--- config.mk ---
export PLATFORM = sky130hd
export DESIGN_NAME = timed_key_sequence_matcher
export DESIGN_NICKNAME = d
export VERILOG_FILES = /design/src/rtl/core/tksm_pkg.sv /design/src/rtl/core/tksm_front.sv /design/src/rtl/core/tksm_queue.sv /design/src/rtl/core/tksm_back.sv /design/src/rtl/core/timed_key_sequence_matcher.sv
export SDC_FILE = /design/constraint.sdc
export NUM_CORES = 2
export LEC_CHECK = 0
export BUFFER_PORTS_ARGS = -buffer_cell sky130_fd_sc_hd__buf_2
export CAP_MARGIN = 5
export CORE_MARGIN = 5
export CORE_UTILIZATION = 35
export CTS_CLUSTER_DIAMETER = 50
export CTS_CLUSTER_SIZE = 10
export DETAILED_ROUTE_END_ITERATION = 8
export HOLD_SLACK_MARGIN = 0.15
export SLEW_MARGIN = 20
export SYNTH_ARGS = -nofsm -noshare
export SYNTH_HDL_FRONTEND = slang
export SYNTH_HIERARCHICAL = 1
export SYNTH_SLANG_ARGS = --single-unit
--- constraint.sdc ---
create_clock -name clk -period 10.33 [get_ports clk]
set_input_delay 0.5165 -clock clk [delete_from_list [all_inputs] [get_ports clk]]
set_output_delay 0.5165 -clock clk [all_outputs]
set_load 0.02 [all_outputs]
--- src/rtl/core/tksm_pkg.sv ---
// Shared constants and types for the timed key sequence matcher.
package tksm_pkg;

  localparam int COMBO_SLOTS    = 4;
  localparam int SLOT_LIMIT     = 4;
  localparam int MAX_COMBO_KEYS = 8;
  localparam int KEY_BYTES      = 8;
  localparam int KEY_W          = 8;
  localparam int TIME_W         = 32;
  localparam int LEN_W          = 4;
  localparam int MASK_W         = 4;
  localparam int RULE_W         = 36;
  localparam int CFG_IDX_W      = 4;
  localparam int CFG_DATA_W     = 64;
  localparam int IN_DATA_W      = 40;
  localparam int OUT_DATA_W     = 8;
  localparam int QUEUE_DEPTH    = 2;
  localparam int QPTR_W         = 1;
  localparam int QCNT_W         = 2;
  localparam int FILL_W         = $clog2(MAX_COMBO_KEYS + 1);
  localparam int IDX_W          = (MAX_COMBO_KEYS > 1) ? $clog2(MAX_COMBO_KEYS) : 1;

  // Combo key codes, first key in byte 0
  typedef logic [KEY_BYTES-1:0][KEY_W-1:0] keys_t;

  // Combo rule: window above, length in the low nibble
  typedef struct packed {
    logic [TIME_W-1:0] window;
    logic [LEN_W-1:0]  len;
  } rule_t;

  // One key press
  typedef struct packed {
    logic [TIME_W-1:0] press_time;
    logic [KEY_W-1:0]  key_code;
  } press_t;

  // Classified press handed from front to back
  typedef struct packed {
    logic [COMBO_SLOTS-1:0]             key_ok;
    logic [COMBO_SLOTS-1:0][TIME_W-1:0] elapsed;
  } q_item_t;

  // Queue status seen by both ends
  typedef struct packed {
    logic full;
    logic empty;
  } q_status_t;

endpackage

--- src/rtl/core/tksm_front.sv ---
// Front end: accepts presses, keeps the recent history and checks key sequences.
module tksm_front import tksm_pkg::*; (
  input  logic      clk,
  input  logic      rst_n,
  input  logic      in_valid,
  output logic      in_ready,
  input  press_t    in_press,
  input  keys_t     combo_keys [COMBO_SLOTS],
  input  rule_t     combo_rule [COMBO_SLOTS],
  output logic      q_push,
  output q_item_t   q_item,
  input  q_status_t q_status
);

  logic [KEY_W-1:0]  hist_key_r  [MAX_COMBO_KEYS];
  logic [TIME_W-1:0] hist_time_r [MAX_COMBO_KEYS];
  logic [FILL_W-1:0] fill_r, fill_nxt;
  logic              pending_r, pending_nxt;
  logic              accept;

  // Hold off a new press only while the classified one cannot leave
  assign in_ready    = !(pending_r && q_status.full);
  assign accept      = in_valid && in_ready;
  assign q_push      = pending_r && !q_status.full;
  assign pending_nxt = accept || (pending_r && q_status.full);
  assign fill_nxt    = (accept && (fill_r != FILL_W'(MAX_COMBO_KEYS))) ?
                       fill_r + FILL_W'(1) : fill_r;

  // Control state
  always_ff @(posedge clk) begin
    if (!rst_n) begin
      pending_r <= 1'b0;
      fill_r    <= '0;
    end else begin
      pending_r <= pending_nxt;
      fill_r    <= fill_nxt;
    end
  end

  // Shift the history, newest press at entry 0
  always_ff @(posedge clk) begin
    if (accept) begin
      for (int k = MAX_COMBO_KEYS - 1; k > 0; k--) begin
        hist_key_r[k]  <= hist_key_r[k-1];
        hist_time_r[k] <= hist_time_r[k-1];
      end
      hist_key_r[0]  <= in_press.key_code;
      hist_time_r[0] <= in_press.press_time;
    end
  end

  // Compare each combo against the newest entries and time its first press
  always_comb begin : classify
    logic [LEN_W-1:0] len;
    logic [LEN_W-1:0] back;
    logic [LEN_W-1:0] first;
    logic             len_ok;
    logic             keys_eq;
    q_item = '0;
    for (int s = 0; s < COMBO_SLOTS; s++) begin
      len     = combo_rule[s].len;
      len_ok  = (len != '0) && (int'(len) <= MAX_COMBO_KEYS) && (int'(len) <= int'(fill_r));
      keys_eq = 1'b1;
      for (int i = 0; i < MAX_COMBO_KEYS; i++) begin
        back = len - LEN_W'(1) - LEN_W'(i);
        if ((i < int'(len)) && (hist_key_r[back[IDX_W-1:0]] != combo_keys[s][i])) begin
          keys_eq = 1'b0;
        end
      end
      first               = len - LEN_W'(1);
      q_item.key_ok[s]    = len_ok && keys_eq;
      q_item.elapsed[s]   = hist_time_r[0] - hist_time_r[first[IDX_W-1:0]];
    end
  end

endmodule

--- src/rtl/core/tksm_queue.sv ---
// Two-entry queue between the front and back ends.
module tksm_queue import tksm_pkg::*; (
  input  logic      clk,
  input  logic      rst_n,
  input  logic      push,
  input  q_item_t   wr_item,
  input  logic      pop,
  output q_item_t   rd_item,
  output q_status_t status
);

  q_item_t           mem_r [QUEUE_DEPTH];
  logic [QPTR_W-1:0] wr_ptr_r, rd_ptr_r;
  logic [QCNT_W-1:0] count_r, count_nxt;

  assign status.full  = (count_r == QCNT_W'(QUEUE_DEPTH));
  assign status.empty = (count_r == '0);
  assign rd_item      = mem_r[rd_ptr_r];

  always_comb begin
    count_nxt = count_r;
    if (push && !pop) count_nxt = count_r + QCNT_W'(1);
    else if (pop && !push) count_nxt = count_r - QCNT_W'(1);
  end

  // Pointers and fill count
  always_ff @(posedge clk) begin
    if (!rst_n) begin
      wr_ptr_r <= '0;
      rd_ptr_r <= '0;
      count_r  <= '0;
    end else begin
      if (push) wr_ptr_r <= wr_ptr_r + QPTR_W'(1);
      if (pop)  rd_ptr_r <= rd_ptr_r + QPTR_W'(1);
      count_r <= count_nxt;
    end
  end

  // Store the pushed word
  always_ff @(posedge clk) begin
    if (push) mem_r[wr_ptr_r] <= wr_item;
  end

`ifndef SYNTHESIS
  a_no_overflow: assert property (@(posedge clk) disable iff (!rst_n)
    push |-> (!status.full || pop))
    else $error("queue push while full");
  a_no_underflow: assert property (@(posedge clk) disable iff (!rst_n)
    pop |-> !status.empty)
    else $error("queue pop while empty");
  a_count_grows: assert property (@(posedge clk) disable iff (!rst_n)
    (push && !pop) |=> (count_r == $past(count_r) + QCNT_W'(1)))
    else $error("queue count did not advance on push");
`endif

endmodule

--- src/rtl/core/tksm_back.sv ---
// Back end: applies the time windows and holds the result word.
module tksm_back import tksm_pkg::*; (
  input  logic              clk,
  input  logic              rst_n,
  input  q_status_t         q_status,
  input  q_item_t           q_item,
  output logic              q_pop,
  input  rule_t             combo_rule [COMBO_SLOTS],
  output logic              out_valid,
  input  logic              out_ready,
  output logic [MASK_W-1:0] out_mask
);

  logic              out_valid_r, out_valid_nxt;
  logic [MASK_W-1:0] mask_r, mask_nxt;

  // Take the next word once the result register is free or being drained
  assign q_pop         = !q_status.empty && (!out_valid_r || out_ready);
  assign out_valid_nxt = q_pop || (out_valid_r && !out_ready);

  always_comb begin
    mask_nxt = '0;
    for (int s = 0; s < SLOT_LIMIT; s++) begin
      if (s < COMBO_SLOTS) begin
        mask_nxt[s] = q_item.key_ok[s] && (q_item.elapsed[s] <= combo_rule[s].window);
      end
    end
  end

  always_ff @(posedge clk) begin
    if (!rst_n) out_valid_r <= 1'b0;
    else        out_valid_r <= out_valid_nxt;
  end

  // Load the result word
  always_ff @(posedge clk) begin
    if (q_pop) mask_r <= mask_nxt;
  end

  assign out_valid = out_valid_r;
  assign out_mask  = mask_r;

endmodule

--- src/rtl/core/timed_key_sequence_matcher.sv ---
// Top level of the timed key sequence matcher: configuration registers and wiring.
//
// Usage:
//   in_*  stream : one key press per word, in_tdata = key_code, press_time.
//   out_* stream : one result word per press, out_tdata = match_mask.
//   cfg_*        : register writes, index 2*i is combo_keys_i, 2*i+1 combo_rule_i;
//                  cfg_ready is always high, write only while the block is idle.
// Timing:
//   A press accepted into the history is classified in the front stage, pushed
//   into the queue when it has room and then registered as the result word in
//   the back end. One press per cycle is sustained while out_tready stays high;
//   the front end's history register and the two-entry queue let presses keep
//   flowing while a result waits.
// Reset:
//   rst_n (synchronous, active low) empties the history, the queue and the
//   result register and clears every combo (all combos disabled).
// Stall:
//   While out_tready is low the result word holds; the queue and the front stage
//   absorb up to three more presses, after which in_tready drops until it drains.
module timed_key_sequence_matcher import tksm_pkg::*; (
  input  logic                  clk,
  input  logic                  rst_n,
  // Input stream: key_code [7:0], press_time [39:8]
  input  logic                  in_tvalid,
  output logic                  in_tready,
  input  logic [IN_DATA_W-1:0]  in_tdata,
  // Output stream: match_mask [3:0], zero pad [7:4]
  output logic                  out_tvalid,
  input  logic                  out_tready,
  output logic [OUT_DATA_W-1:0] out_tdata,
  // Configuration write channel
  input  logic                  cfg_valid,
  output logic                  cfg_ready,
  input  logic [CFG_IDX_W-1:0]  cfg_index,
  input  logic [CFG_DATA_W-1:0] cfg_data
);

  keys_t             combo_keys_r [COMBO_SLOTS];
  rule_t             combo_rule_r [COMBO_SLOTS];
  press_t            in_press;
  q_item_t           q_wr_item, q_rd_item;
  q_status_t         q_status;
  logic              q_push, q_pop;
  logic [MASK_W-1:0] out_mask;

  assign cfg_ready = 1'b1;
  assign in_press  = press_t'(in_tdata);
  assign out_tdata = {{(OUT_DATA_W - MASK_W){1'b0}}, out_mask};

  // Register writes; odd index selects the rule, indexes past the slots drop
  always_ff @(posedge clk) begin
    if (!rst_n) begin
      for (int s = 0; s < COMBO_SLOTS; s++) begin
        combo_keys_r[s] <= '0;
        combo_rule_r[s] <= '0;
      end
    end else if (cfg_valid && cfg_ready) begin
      for (int s = 0; s < COMBO_SLOTS; s++) begin
        if (cfg_index[CFG_IDX_W-1:1] == (CFG_IDX_W-1)'(s)) begin
          if (cfg_index[0]) combo_rule_r[s] <= rule_t'(cfg_data[RULE_W-1:0]);
          else              combo_keys_r[s] <= keys_t'(cfg_data);
        end
      end
    end
  end

  tksm_front u_front (
    .clk        (clk),
    .rst_n      (rst_n),
    .in_valid   (in_tvalid),
    .in_ready   (in_tready),
    .in_press   (in_press),
    .combo_keys (combo_keys_r),
    .combo_rule (combo_rule_r),
    .q_push     (q_push),
    .q_item     (q_wr_item),
    .q_status   (q_status)
  );

  tksm_queue u_queue (
    .clk     (clk),
    .rst_n   (rst_n),
    .push    (q_push),
    .wr_item (q_wr_item),
    .pop     (q_pop),
    .rd_item (q_rd_item),
    .status  (q_status)
  );

  tksm_back u_back (
    .clk        (clk),
    .rst_n      (rst_n),
    .q_status   (q_status),
    .q_item     (q_rd_item),
    .q_pop      (q_pop),
    .combo_rule (combo_rule_r),
    .out_valid  (out_tvalid),
    .out_ready  (out_tready),
    .out_mask   (out_mask)
  );

endmodule

Word level (Yosys, flattened, before mapping):

Memory sizes are Yosys's and may differ from the RTL's. A register that Yosys moved wholly into a read port is not among the register bits.
Index checks and enable logic that the tools add are counted.

* bits in registers: 414
* output and inout port bits: 11
* word-level logic and storage cells: 294
* memories kept: 3
* bits in writable memories: 584

Memory list
* u_queue.mem_r: depth 2, bits a word 132, read ports 1, clocked after Yosys merged registers in 1, wr ports 1, line tksm_queue.sv:12 `q_item_t mem_r [QUEUE_DEPTH];`
* u_front.hist_time_r: depth 8, bits a word 32, read ports 11, clocked after Yosys merged registers in 0, wr ports 8, line tksm_front.sv:16 `logic [TIME_W-1:0] hist_time_r [MAX_COMBO_KEYS];`
* u_front.hist_key_r: depth 8, bits a word 8, read ports 39, clocked after Yosys merged registers in 0, wr ports 8, line tksm_front.sv:15 `logic [KEY_W-1:0] hist_key_r [MAX_COMBO_KEYS];`

* add/subtract/negate cells: 41
* magnitude comparators: 44
* equal/unequal tests: 37
* reductions and logical operators: 81
* bitwise operators: 1
* muxes and demuxes: 40

Operator list (number)
* inequality test 8 bit: 32
* <= comparator 32 bit: 4
* subtractor 32 bit: 4
* < comparator 3 x 4 -> 1 bit (first input constant): 16
* logical AND 1 bit: 56
* subtractor 3 bit (second input constant): 16
* 2-to-1 mux 1 bit: 38
* < comparator 1 x 4 -> 1 bit (first input constant): 8
* < comparator 2 x 4 -> 1 bit (first input constant): 8
* AND reduction 3 bit: 8
* subtractor 3 x 1 -> 3 bit (second input constant): 8
* subtractor 3 x 2 -> 3 bit (second input constant): 8
* <= comparator 4 bit: 4
* <= comparator 4 bit (second input constant): 4
* nonzero test 4 bit: 4
* zero test 1 bit: 7
* equality test 3 x 2 -> 1 bit (second input constant): 2
* adder 4 x 1 -> 4 bit (second input constant): 1
* 2-to-1 mux 2 bit: 2
* inequality test 4 bit (second input constant): 1
* equality test 3 x 1 -> 1 bit (second input constant): 1
* zero test 3 bit: 1
* logical OR 1 bit: 3
* adder 1 bit (second input constant): 2
* 6 further kinds: 6

Depth between registers and ports, before layout:

An unclocked memory read counts as a cell.

* depth after elaboration: 13
* depth in mapped cells: 29

Cells and area by module:

Netlist, hierarchy kept.

By module, submodules not included
* tksm_front: cells an instance 2879, area each 35929.5 sq um, times used 1, seq. area each 9709.3 sq um
* timed_key_sequence_matcher: cells an instance 1379, area each 14546.5 sq um, times used 1, seq. area each 8007.7 sq um
* tksm_queue: cells an instance 433, area each 10073.4 sq um, times used 1, seq. area each 8027.7 sq um
* tksm_back: cells an instance 469, area each 3469.6 sq um, times used 1, seq. area each 140.1 sq um

Worst setup path before layout:

Ideal clock, no wire load.

* path kind: flip-flop to flip-flop
* start: reg u_queue.count_r[0]
* end: reg u_front.fill_r[0]
* cell stages (with the launch flop): 7
* period minus slack after synthesis: 9.748 ns
* data arrival time: 9.633 ns
* path buffers: 0
* setup slack: 0.582 ns
* setup time: 0.115 ns
* cells stage by stage: dfxtp_1 -> and2b_1 -> nand2_1 -> and2_1 -> nand2_1 -> xnor2_1 -> and2_1

RTL lines
* from (decl): line tksm_queue.sv:14 `logic [QCNT_W-1:0] count_r, count_nxt;`
* from (signal assigned): line tksm_queue.sv:35 `count_r <= count_nxt;`
* to (signal assigned): line tksm_front.sv:36 `fill_r <= fill_nxt;`
* to (decl): line tksm_front.sv:17 `logic [FILL_W-1:0] fill_r, fill_nxt;`

==> impl_results.rst <==
.. list-table::
   :header-rows: 1

   * - Metric
     - Value
   * - Global-route wire length before repair
     - 304 mm
   * - Power consumption
     - 0.0134 W
   * - Sink count of the clock tree
     - 999
   * - Clock latency on the worst-skew pair
     - 0.82 ns
   * - Actual transition at the worst max-transition pin
     - 1.45 ns
   * - Number of antenna violations at the first check in global routing
     - 8
   * - Period Utilization, post-route
     - 70.2%
   * - Highest ir drop seen on vdd
     - 0.196 mV
   * - Dominant synthesized flop cell
     - edfxtp_1
   * - Min-delay worst type
     - primary input to flip-flop
   * - Top achievable clock speed
     - 138 MHz
   * - Via count of the first global-routing pass
     - 44.1k
   * - Endpoint arrival time on the critical path
     - 7.79 ns
   * - Unrepaired setup endpoints after global routing
     - no
   * - Outcome
     - completed
   * - Std-Cell Rows
     - 157
   * - Die Ht
     - 438 um
   * - Proportion of layout cells with a drive suffix above 1
     - 21.2%
   * - Normalized max-slew margin
     - 2.65%
   * - CTS H-Tree Depth
     - 4
   * - Global routing usage on met1
     - 28.2%
   * - P&R area growth vs syn
     - 13.2%
   * - Remaining routing DRC violations
     - 0
   * - Clock Tree Root
     - clkbuf_16
   * - # Post-CTS Setup Buffers
     - 0
   * - Maximum Capacitance Violations
     - 0
   * - Total power per unit cell area
     - 184 nW/um^2
   * - Avg WL per Cell
     - 27.1 um
   * - Die Width
     - 438 um
   * - 1st-pass router iterations
     - 6
   * - Ordered list of cells on the worst path
     - inv_2, ha_4, nor2b_1, or2_4, buf_4, mux4_2, mux2i_1, ha_1, nand2_1, nor2_1, o211ai_1, a2111oi_0, o21ai_0, a21boi_0, o211ai_1, a21boi_0, nand4_1, a31oi_1, xnor2_1
   * - Total clock buffers created by CTS
     - 149
   * - Ports
     - 124
   * - CTS resizes
     - 0
   * - Busiest layer in global routing
     - met2
   * - Final count of pins violating max slew
     - 0
   * - Layout Skew
     - 0.0421 ns
   * - WS Path Type
     - flip-flop to flip-flop
   * - All-Layer GR Usage
     - 21.4%
   * - Hold buffers post-CTS
     - 58
   * - Critical Path Sink Type
     - flip-flop
   * - Mapped cell area
     - 64000 um^2
   * - Count of different cell masters after synthesis
     - 92
   * - Largest driver fanout on the critical path
     - 44
   * - Vias per std cell
     - 5.80
   * - Post-synthesis sequential element count
     - 999
   * - Grt ovf
     - 0
   * - CP Data Required Time
     - 10.86 ns
   * - Post-synthesis sequential area ratio
     - 40.4%
   * - Maximum number of pins on one net before global-route repair
     - 151
   * - Leakage Power
     - 27.6 nW
   * - CP max-delay cell
     - a2111oi_0
   * - Most common cell in the synthesized netlist
     - mux2i_1
   * - Number of buffer cells added on primary ports
     - 118
   * - Sum of routed wire length over all layers
     - 210 mm
   * - Total number of vias
     - 45.1k
   * - Sum Neg Setup Slack
     - 0 ns
   * - Maximum buffer depth of the clock tree
     - 3
   * - Count of flip-flops with a built-in enable after synthesis
     - 588
   * - Fraction of synthesis flops using an asynchronous set or reset pin
     - 0%
   * - Area share of the leading cell type in the synthesized netlist
     - 27.6%
   * - DP HPWL
     - 142 mm
   * - Total Die Area
     - 192000 um^2
   * - Clock-pin slew reported for the worst setup and hold paths after clock tree synthesis
     - 0.06 ns
   * - Hold Violations, Final
     - 0
   * - Min Clock Period, post-route
     - 7.26 ns
   * - Top cells by area in the synthesized netlist
     - edfxtp_1 (28%), mux4_2 (17%), dfxtp_1 (13%), mux2i_1 (12%), ha_1 (5.5%)
   * - RD Place Congestion
     - 0.942
   * - Top cell types by occurrence after synthesis
     - mux2i_1 (779), nand2_1 (593), edfxtp_1 (588), mux4_2 (482), dfxtp_1 (411)
   * - TritonCTS clock tree
     - yes
   * - Number of instances in the synthesized netlist
     - 5160
   * - Leading area contributor after synthesis
     - edfxtp_1
   * - Kind of start point of the critical path
     - flip-flop
   * - Met3 demand-to-capacity share in global routing
     - 5.06%
   * - Initial drt markers
     - 4879
   * - Fraction of met2 tracks used by global routing
     - 32.4%
   * - Final setup violation count
     - 0
   * - Net count of the finished layout
     - 5657
   * - Average cell area after synthesis
     - 12.4 um^2
   * - Maximum single-stage delay on the critical path
     - 0.95 ns
   * - Core area
     - 182000 um^2
   * - Effective utilization at floorplan
     - 35.1%
   * - Yosys Warn Count
     - 6
   * - Remaining number of nets flagged by the antenna check after routing
     - 0
[cells by family after synthesis]
family                   count (synthesis)  synth area share [%]
AO/OA/AOI/OAI                          488                  4.89
XOR/XNOR                               389                  5.43
adder cells (fa/ha/maj)                287                  5.66
buffers and inverters                  536                  3.86
flip-flops                             999                  40.4
multiplexers                          1409                  32.2
other                                    2                0.0117
AND/OR/NAND/NOR                       1050                  7.51
[worst max-delay path: cells and delay by family, from the launching register on]
family	cells	cell delay, ns
AOI/OAI and AO/OA	7	2.55
xor gates and xnor gates	1	0.11
adders and majority gates	2	0.44
buffers and inverters	2	0.91
DFF	1	0.90
muxes	2	0.78
and+or+nand+nor	5	1.18
[final timing paths]
kind                                   startpoint              endpoint  slack (ns)  cells after the start
worst min-delay path                 cfg_data[61]     combo_keys_r[253]        0.23                      3
worst min register to register   combo_rule_r[33]      combo_rule_r[33]        0.46                      2
worst max-delay path            combo_rule_r[108]  u_queue/mem_r[1][31]        3.07                     19
worst max register to register  combo_rule_r[108]  u_queue/mem_r[1][31]        3.07                     19
[layer usage]
| metal | up-vias | routed length [um] |
|---|---|---|
| met5 | - | 51 |
| met3 | 581 | 18900 |
| met1 | 22600 | 85200 |
| met2 | 2203 | 92500 |
| li1 | 19700 | - |
| met4 | 8 | 13600 |
[per-stage QoR]
step / hold slack [ns] / area [um^2] / setup WS (ns) / util [%] / instances
3_3_place_gp: 0.442 / 66900 / 3.16 / 36.7 / 7433
6_report: 0.229 / 72500 / 3.07 / 39.7 / 7765
3_5_place_dp: 0.448 / 66900 / 3.09 / 36.7 / 7433
5_1_grt: 0.222 / 72500 / 2.52 / 39.7 / 7762
2_1_floorplan: 0.424 / 64000 / 0.582 / - / 5163
4_1_cts: 0.175 / 72500 / 3.04 / 39.7 / 7762
[sequential cells by signal, indices dropped and copies added, names as in the netlist, named ones only]
register             flops
u_queue/wr_ptr_r         1
u_back/out_mask          4
combo_rule_r           144
u_queue/mem_r          264
u_front/pending_r        1
u_queue/rd_ptr_r         1
u_front/fill_r           4
u_front/hist_key_r      64
u_queue/count_r          2
u_front/hist_time_r    256
combo_keys_r           256
u_back/out_valid         1
[final cells by class]
class / count / area, um^2
fillers: 17000 / 110000
inverters: 195 / 732
well taps: 2385 / 2980
diodes: 3 / 7.51
clock inverters: 68 / 898
multi-input cells: 3628 / 35800
repair buffers: 284 / 2030
clock buffers: 203 / 4100
flip-flops and latches: 999 / 25900
[where the power goes]
part / switching (W) / total, W / internal (W)
Combinational: 0.00187 / 0.00328 / 0.00141
Sequential: 0.000294 / 0.00497 / 0.00467
Clock: 0.00200 / 0.00512 / 0.00312
[cell usage in the layout (no fill, tap or decap), types with 27 or more instances in the layout]
| cell type | n |
|---|---|
| a21o_1 | 48 |
| a21oi_1 | 158 |
| buf_2 | 117 |
| buf_4 | 104 |
| clkbuf_1 | 42 |
| clkbuf_16 | 153 |
| dfxtp_1 | 405 |
| dlygate4sd3_1 | 58 |
| edfxtp_1 | 588 |
| ha_1 | 279 |
| inv_1 | 192 |
| mux2_2 | 68 |
| mux2_4 | 80 |
| mux2i_1 | 779 |
| mux4_2 | 482 |
| nand2_1 | 592 |
| nand2b_1 | 28 |
| nand3_1 | 42 |
| nand4_1 | 58 |
| nor2_1 | 127 |
| nor2b_1 | 33 |
| nor3_1 | 34 |
| nor4_1 | 49 |
| o21a_1 | 27 |
| o21ai_0 | 90 |
| xnor2_1 | 251 |
| xor2_1 | 128 |
Power figures use the tool's default switching activity.
